**config.mk**
```make
export PLATFORM = sky130hd
export DESIGN_NAME = escaped_frame_deframer_core
export DESIGN_NICKNAME = d
export VERILOG_FILES = /design/src/hw/rtl/efd_pkg.sv /design/src/hw/rtl/efd_front.sv /design/src/hw/rtl/efd_queue.sv /design/src/hw/rtl/efd_back.sv /design/src/hw/rtl/escaped_frame_deframer_core.sv
export SDC_FILE = /design/constraint.sdc
export NUM_CORES = 1
export LEC_CHECK = 0
export ABC_AREA = 1
export BUFFER_PORTS_ARGS = -buffer_cell sky130_fd_sc_hd__buf_2
export CAP_MARGIN = 0
export CORE_ASPECT_RATIO = 0.5
export CORE_MARGIN = 2
export CORE_UTILIZATION = 35
export DETAILED_ROUTE_END_ITERATION = 8
export GPL_TIMING_DRIVEN = 0
export SLEW_MARGIN = 20
export SYNTH_ARGS = -nofsm -noshare
export SYNTH_HDL_FRONTEND = slang
export SYNTH_HIERARCHICAL = 1
export SYNTH_SLANG_ARGS = --single-unit
```
**constraint.sdc**
```tcl
create_clock -name clk -period 8.7 [get_ports clk]
set_input_delay 0.435 -clock clk [delete_from_list [all_inputs] [get_ports clk]]
set_output_delay 0.435 -clock clk [all_outputs]
set_load 0.05 [all_outputs]
```
**src/hw/rtl/efd_pkg.sv**
```systemverilog
// Shared types and constants for the escaped frame deframer.
// Holds beat structs, the register map and frame capacity; no dependencies.
`default_nettype none
package efd_pkg;

  localparam int MaxFrameBytes = 1024;
  localparam int LenW          = $clog2(MaxFrameBytes + 1);
  localparam int FrameLenW     = 11;
  localparam int QDepth        = 4;
  localparam int QPtrW         = $clog2(QDepth);
  localparam int QCntW         = $clog2(QDepth + 1);

  typedef enum logic [1:0] {
    REG_SYNC       = 2'd0,
    REG_ESCAPE     = 2'd1,
    REG_RAW_SYNC   = 2'd2,
    REG_RAW_ESCAPE = 2'd3
  } reg_idx_t;

  localparam logic [7:0] SyncReset      = 8'd126;
  localparam logic [7:0] EscapeReset    = 8'd125;
  localparam logic [7:0] RawSyncReset   = 8'd94;
  localparam logic [7:0] RawEscapeReset = 8'd93;

  typedef struct packed {
    logic [7:0] sync_code;
    logic [7:0] escape_code;
    logic [7:0] raw_sync_code;
    logic [7:0] raw_escape_code;
  } cfg_t;

  typedef struct packed {
    logic       mode;
    logic [7:0] rx_byte;
  } in_t;

  typedef struct packed {
    logic                 byte_valid;
    logic [7:0]           data_byte;
    logic                 stray_byte;
    logic                 frame_end;
    logic [FrameLenW-1:0] frame_length;
    logic                 bad_escape;
    logic                 overflow;
  } cmd_t;

  typedef struct packed {
    logic                 byte_valid;
    logic [7:0]           data_byte;
    logic                 stray_byte;
    logic                 frame_end;
    logic [FrameLenW-1:0] frame_length;
    logic                 bad_escape;
    logic                 overflow;
    logic [31:0]          frames_received;
    logic [31:0]          stray_count;
  } out_t;

endpackage
`default_nettype wire

```
**src/hw/rtl/efd_front.sv**
```systemverilog
// Front end: accepts raw bytes, tracks framing state and classifies each beat.
// Depends on efd_pkg; pushes result commands into efd_queue.
`default_nettype none
module efd_front (
  input  wire                  clk,
  input  wire                  rst,
  input  efd_pkg::cfg_t        cfg,
  input  wire                  in_valid,
  output logic                 in_ready,
  input  efd_pkg::in_t         in_data,
  input  wire                  q_full,
  output logic                 push,
  output efd_pkg::cmd_t        push_cmd
);
  import efd_pkg::*;

  logic            in_frame, in_frame_next;
  logic            escape_pending, escape_pending_next;
  logic [LenW-1:0] length_so_far, length_so_far_next;
  logic            overflowed, overflowed_next;
  logic            accept;
  logic            emit;
  logic            room;
  logic [LenW-1:0] stored_len;
  logic            stored_ovf;

  assign in_ready = !q_full;
  assign accept   = in_valid && in_ready;
  assign push     = accept && emit;

  assign room       = length_so_far < LenW'(MaxFrameBytes);
  assign stored_len = room ? length_so_far + LenW'(1) : length_so_far;
  assign stored_ovf = overflowed || !room;

  always_comb begin
    in_frame_next       = in_frame;
    escape_pending_next = escape_pending;
    length_so_far_next  = length_so_far;
    overflowed_next     = overflowed;
    emit                = 1'b0;
    push_cmd            = '0;
    priority if (in_data.mode) begin
      length_so_far_next = '0;
      overflowed_next    = 1'b0;
    end else if (!in_frame) begin
      if (in_data.rx_byte == cfg.sync_code) begin
        in_frame_next = 1'b1;
      end else begin
        emit                = 1'b1;
        push_cmd.data_byte  = in_data.rx_byte;
        push_cmd.stray_byte = 1'b1;
      end
    end else if (escape_pending) begin
      escape_pending_next = 1'b0;
      emit                = 1'b1;
      push_cmd.byte_valid = room;
      if (in_data.rx_byte == cfg.raw_sync_code || in_data.rx_byte == cfg.raw_escape_code) begin
        push_cmd.data_byte = (in_data.rx_byte == cfg.raw_sync_code) ?
                             cfg.sync_code : cfg.escape_code;
        push_cmd.overflow  = stored_ovf;
        length_so_far_next = stored_len;
        overflowed_next    = stored_ovf;
      end else begin
        push_cmd.data_byte    = cfg.sync_code;
        push_cmd.frame_end    = 1'b1;
        push_cmd.frame_length = FrameLenW'(stored_len);
        push_cmd.bad_escape   = 1'b1;
        push_cmd.overflow     = stored_ovf;
        in_frame_next         = 1'b0;
        length_so_far_next    = '0;
        overflowed_next       = 1'b0;
      end
    end else if (in_data.rx_byte == cfg.escape_code) begin
      escape_pending_next = 1'b1;
    end else if (in_data.rx_byte == cfg.sync_code) begin
      if (length_so_far != '0) begin
        emit                  = 1'b1;
        push_cmd.frame_end    = 1'b1;
        push_cmd.frame_length = FrameLenW'(length_so_far);
        push_cmd.overflow     = overflowed;
        in_frame_next         = 1'b0;
        length_so_far_next    = '0;
        overflowed_next       = 1'b0;
      end
    end else begin
      emit                = 1'b1;
      push_cmd.byte_valid = room;
      push_cmd.data_byte  = in_data.rx_byte;
      push_cmd.overflow   = stored_ovf;
      length_so_far_next  = stored_len;
      overflowed_next     = stored_ovf;
    end
  end

  always_ff @(posedge clk) begin
    if (rst) begin
      in_frame       <= 1'b0;
      escape_pending <= 1'b0;
      length_so_far  <= '0;
      overflowed     <= 1'b0;
    end else if (accept) begin
      in_frame       <= in_frame_next;
      escape_pending <= escape_pending_next;
      length_so_far  <= length_so_far_next;
      overflowed     <= overflowed_next;
    end
  end

endmodule
`default_nettype wire

```
**src/hw/rtl/efd_queue.sv**
```systemverilog
// Short command queue between front end and back end.
// Depends on efd_pkg for the command type and depth.
`default_nettype none
module efd_queue (
  input  wire            clk,
  input  wire            rst,
  input  wire            push,
  input  efd_pkg::cmd_t  push_cmd,
  output logic           full,
  input  wire            pop,
  output logic           not_empty,
  output efd_pkg::cmd_t  head
);
  import efd_pkg::*;

  cmd_t             mem [QDepth];
  logic [QPtrW-1:0] wr_ptr;
  logic [QPtrW-1:0] rd_ptr;
  logic [QCntW-1:0] count;
  logic             do_pop;

  assign full      = count == QCntW'(QDepth);
  assign not_empty = count != '0;
  assign head      = mem[rd_ptr];
  assign do_pop    = pop && not_empty;

  always_ff @(posedge clk) begin
    if (push) begin
      mem[wr_ptr] <= push_cmd;
    end
  end

  always_ff @(posedge clk) begin
    if (rst) begin
      wr_ptr <= '0;
      rd_ptr <= '0;
      count  <= '0;
    end else begin
      if (push) begin
        wr_ptr <= wr_ptr + QPtrW'(1);
      end
      if (do_pop) begin
        rd_ptr <= rd_ptr + QPtrW'(1);
      end
      if (push && !do_pop) begin
        count <= count + QCntW'(1);
      end else if (do_pop && !push) begin
        count <= count - QCntW'(1);
      end
    end
  end

endmodule
`default_nettype wire

```
**src/hw/rtl/efd_back.sv**
```systemverilog
// Back end: drains commands, keeps frame and stray counters, holds the output beat.
// Depends on efd_pkg; fed by efd_queue.
`default_nettype none
module efd_back (
  input  wire            clk,
  input  wire            rst,
  input  wire            q_not_empty,
  input  efd_pkg::cmd_t  q_head,
  output logic           pop,
  output logic           out_valid,
  input  wire            out_ready,
  output efd_pkg::out_t  out_data
);
  import efd_pkg::*;

  logic [31:0] frame_count, frame_count_next;
  logic [31:0] stray_total, stray_total_next;

  assign pop              = q_not_empty && (!out_valid || out_ready);
  assign frame_count_next = frame_count + {31'd0, q_head.frame_end};
  assign stray_total_next = stray_total + {31'd0, q_head.stray_byte};

  always_ff @(posedge clk) begin
    if (rst) begin
      out_valid   <= 1'b0;
      frame_count <= '0;
      stray_total <= '0;
    end else if (pop) begin
      out_valid   <= 1'b1;
      frame_count <= frame_count_next;
      stray_total <= stray_total_next;
    end else if (out_ready) begin
      out_valid <= 1'b0;
    end
  end

  always_ff @(posedge clk) begin
    if (pop) begin
      out_data.byte_valid      <= q_head.byte_valid;
      out_data.data_byte       <= q_head.data_byte;
      out_data.stray_byte      <= q_head.stray_byte;
      out_data.frame_end       <= q_head.frame_end;
      out_data.frame_length    <= q_head.frame_length;
      out_data.bad_escape      <= q_head.bad_escape;
      out_data.overflow        <= q_head.overflow;
      out_data.frames_received <= frame_count_next;
      out_data.stray_count     <= stray_total_next;
    end
  end

endmodule
`default_nettype wire

```
**src/hw/rtl/escaped_frame_deframer_core.sv**
```systemverilog
// Byte-stuffing receive deframer: one raw byte per cycle in while in_ready is high, decoded beats out.
// A result beat is registered into the queue and then into the output beat before out_valid shows it.
// Throughput: one input beat per cycle while in_ready is high; a four-entry queue lets the input keep
// flowing while the output stalls, and in_ready falls only when that queue is full.
// Reset (rst, synchronous): hunting, counters zero, codes back to 126/125/94/93.
// Depends on efd_pkg, efd_front, efd_queue, efd_back.
`default_nettype none
module escaped_frame_deframer_core (
  input  wire            clk,
  input  wire            rst,
  input  wire            cfg_we,
  input  wire [1:0]      cfg_index,
  input  wire [7:0]      cfg_data,
  input  wire            in_valid,
  output logic           in_ready,
  input  efd_pkg::in_t   in_data,
  output logic           out_valid,
  input  wire            out_ready,
  output efd_pkg::out_t  out_data
);
  import efd_pkg::*;

  cfg_t cfg;
  logic push;
  cmd_t push_cmd;
  logic q_full;
  logic q_not_empty;
  logic pop;
  cmd_t q_head;

  always_ff @(posedge clk) begin
    if (rst) begin
      cfg.sync_code       <= SyncReset;
      cfg.escape_code     <= EscapeReset;
      cfg.raw_sync_code   <= RawSyncReset;
      cfg.raw_escape_code <= RawEscapeReset;
    end else if (cfg_we) begin
      unique case (reg_idx_t'(cfg_index))
        REG_SYNC:       cfg.sync_code       <= cfg_data;
        REG_ESCAPE:     cfg.escape_code     <= cfg_data;
        REG_RAW_SYNC:   cfg.raw_sync_code   <= cfg_data;
        REG_RAW_ESCAPE: cfg.raw_escape_code <= cfg_data;
        default:        cfg.sync_code       <= cfg.sync_code;
      endcase
    end
  end

  efd_front u_front (
    .clk      (clk),
    .rst      (rst),
    .cfg      (cfg),
    .in_valid (in_valid),
    .in_ready (in_ready),
    .in_data  (in_data),
    .q_full   (q_full),
    .push     (push),
    .push_cmd (push_cmd)
  );

  efd_queue u_queue (
    .clk       (clk),
    .rst       (rst),
    .push      (push),
    .push_cmd  (push_cmd),
    .full      (q_full),
    .pop       (pop),
    .not_empty (q_not_empty),
    .head      (q_head)
  );

  efd_back u_back (
    .clk         (clk),
    .rst         (rst),
    .q_not_empty (q_not_empty),
    .q_head      (q_head),
    .pop         (pop),
    .out_valid   (out_valid),
    .out_ready   (out_ready),
    .out_data    (out_data)
  );

endmodule
`default_nettype wire
```
==> results.sh <==
export IMPL_critPathArrivalTime_ns=3.45
export IMPL_synth_seq_cells=304
export IMPL_yosysWarnings=6
export IMPL_synth_fp_nets=1712
export IMPL_rows=52
export IMPL_grt_pass1_vias=10500
export IMPL_dieHeight_um=149
export IMPL_clockBufferDepth=3
export IMPL_leakage_uw=0.00734
export IMPL_syn_to_final_growth_pct=15.5
export IMPL_clock_sinks=304
export IMPL_grt_overflow_total=0
export IMPL_drtIter0Drc=709
export IMPL_synth_top_area_share_pct=37.6
export IMPL_placed_area_um2=15900
export IMPL_grt_setup_unrepaired="false"
export IMPL_wirelength_um=35500
export IMPL_die_x_um=294
export IMPL_finClkSkew_ns=0.0118
export IMPL_final_common_cell="nand2_1"
export IMPL_status="complete, no violations"
export IMPL_wl_per_cell_um=14.9
export IMPL_syn_avg_cell_area_um2=8.76
export IMPL_first_pass_iters=5
export IMPL_grt_pass1_wl_um=56200
export IMPL_io_buffers=108
export IMPL_vdd_drop_max_mv=0.212
export IMPL_slowest_stage="dfxtp_1"
export IMPL_period_share_pct=34.4
export IMPL_synth_compound_area_share_pct=8.75
export IMPL_p_per_area_nw_per_um2=355
export IMPL_yosysSeqAreaShare_pct=54.0
export IMPL_synthAdderAreaFrac_pct=1.16
export IMPL_syn_inst=1675
export IMPL_final_layout_size_suffix_gt1_share_pct=16.8
export IMPL_nNetsFinal=1852
export IMPL_track_usage_pct=16.1
export IMPL_hp_class="input pin to flop"
export IMPL_h_tree_depth=1
export IMPL_cp_cell_sequence="nor2_1 > nand2_1 > nand2_1 > inv_1 > buf_2 > buf_6 > buf_16 > nand2_1 > ha_1 > inv_1 > fa_1 > o21ai_0 > nor2_1"
export IMPL_slew_headroom_pct=27.1
export IMPL_met2_length_um=16700
export IMPL_dpl_hpwl_um=25000
export IMPL_post_route_util_pct=41.5
export IMPL_synth_edf_count=184
export IMPL_critPathKind="flop to flop"
export IMPL_cts_clk_slew_worst_paths_ns=0.07
export IMPL_setup_viol=0
export IMPL_slew_viol_final=0
export IMPL_setup_tns_ns=0
export IMPL_cpPeakStageDelay_ns=0.44
export IMPL_crit_top_cell="nand2_1"
export IMPL_clk_latency_ns=0.57
export IMPL_synthArstFlopShare_pct=0
export IMPL_min_period_ns=2.99
export IMPL_critPathLaunchType="flop"
export IMPL_io_pin_count=114
export IMPL_vias=11200
export IMPL_ant_nets=0
export IMPL_synth_cell_area_um2=14700
export IMPL_fp_dieArea_um2=43700
export IMPL_synth_simple_gate_area_share_pct=25.3
export IMPL_cts_tree="yes"
export IMPL_power_total_uw=6020
export IMPL_clock_root_buffer="clkbuf_16"
export IMPL_tightest_slew_ns=1.09
export IMPL_ys_types=44
export IMPL_gp_congestion=0.872
export IMPL_core_um2=40900
export IMPL_cap_violations=0
export IMPL_postLayoutCellArea_um2=16900
export IMPL_ys_top_cells_by_area="edfxtp_1 38%, dfxtp_1 16%, nand2_1 11%"
export IMPL_route_met3_wl_um=1520
export IMPL_start_util_pct=35.9
export IMPL_synth_area_mux_share_pct=0
export IMPL_antenna_found_initial=1
export IMPL_synth_top_area_cell="edfxtp_1"
export IMPL_synth_top_family_by_area="simple AND/OR/NAND/NOR gates"
export IMPL_top_layer="met4"
export IMPL_wl_met1_um=16600
export IMPL_worst_setup_path_end_kind="flop"
export IMPL_postCtsHoldBufs=0
export IMPL_final_cell_mix="425 x nand2_1, 204 x inv_1, 184 x edfxtp_1"
export IMPL_crit_fanout=78
export IMPL_crit_required_ns=9.16
export IMPL_synth_ff_type="edfxtp_1"
export IMPL_cts_resized_gates=0
export IMPL_viasPerCell=4.70
export IMPL_grt_max_degree=79
export IMPL_cts_made_buffers=29
export IMPL_postCtsSetupRepairBufs=0
export IMPL_finalHoldViolations=0
export IMPL_synth_xor_area_share_pct=2.94
export IMPL_route_detailed_drc=0
export IMPL_max_freq_mhz=334
-- layer usage --
metal | vias to the layer above | GRT usage (%)
met5 | - | 0
met4 | 0 | 3.67
met1 | 5182 | 21.8
met3 | 46 | 2.38
met2 | 214 | 27.4
li1 | 5740 | -
-- worst max-delay path, delay by kind of cell (launching register included) --
family	cells	cell delay (ns)
buffers and inverters	5	1.08
adder cells (fa/ha/maj)	2	0.62
flip-flops	1	0.44
AO/OA/AOI/OAI	1	0.16
AND/OR/NAND/NOR	5	0.55
-- final timing paths --
| check | depth (start not counted) | end | start | slack, ns |
|---|---|---|---|---|
| worst max-delay path | 13 | u_queue/count[1]$_SDFFE_PP0P_ | u_queue/count[0]$_SDFFE_PP0P_ | 5.71 |
| worst min-delay path | 3 | cfg[8]$_SDFFE_PP0P_ | cfg_data[0] | 0.14 |
| worst min register to register | 2 | cfg[0]$_SDFFE_PP1P_ | cfg[0]$_SDFFE_PP1P_ | 0.47 |
| worst max register to register | 13 | u_queue/count[1]$_SDFFE_PP0P_ | u_queue/count[0]$_SDFFE_PP0P_ | 5.71 |
-- synth_stat cells, types with 2 or more instances --
cell      count
a211oi_1      3
a21oi_1      71
and2_1        6
buf_2        22
buf_4         3
buf_6         9
clkbuf_1     16
clkinv_2      2
dfxtp_1     120
edfxtp_1    184
ha_1         12
inv_1       207
inv_2         9
nand2_1     425
nand2_2      10
nand2_4       6
nand3_1     115
nand3_2       2
nand4_1      18
nor2_1      172
nor2_2       37
nor2_4       17
nor2_8        5
nor3_1        6
o21ai_0      89
o21ai_1      15
o22ai_1      14
o22ai_2      20
o31ai_1       4
xnor2_1      15
xor2_1       25
xor2_2        4
-- through the flow --
stage / hold slack, ns / setup WS (ns) / instances
CTS: 0.117 / 5.65 / 2378
global route: 0.161 / 5.38 / 2378
finish: 0.141 / 5.71 / 2379
floorplan: 0.442 / 5.33 / 1675
detailed placement: 0.464 / 5.53 / 2324
global placement: 0.455 / 4.36 / 2323
-- sequential cells by signal, indices dropped and copies added (netlist names), named ones only --
register                cells
u_queue/mem                96
u_front/in_frame            1
u_front/length_so_far      11
u_front/escape_pending      1
u_back/stray_total         32
u_back/frame_count         32
u_back/out_valid            1
u_front/overflowed          1
u_back/out_data            88
u_queue/rd_ptr              2
u_queue/count               3
cfg                        32
u_queue/wr_ptr              2
-- report_power, final --
part,total [uW],switching [uW],internal [uW]
logic,2380,1810,577
clock network,1370,566,805
registers,2270,211,2060
-- cell families (layout without fill, tap and decap cells) --
group,after synthesis,after routing
buffers and inverters,272,435
DFF,304,304
adders and majority gates,13,13
xor gates and xnor gates,45,45
and+or+nand+nor,823,823
AOI/OAI and AO/OA,218,218
other,0,1
-- layout make-up --
type	instances	area (um^2)
fill	4027	23900
sequential	304	7930
multi-input combinational	1099	5600
inverter	219	825
clock buffer	33	761
tap	540	676
timing repair buffer	109	568
buffer	53	333
clock inverter	21	259
antenna	1	2.50
Power figures use the tool's default switching activity.
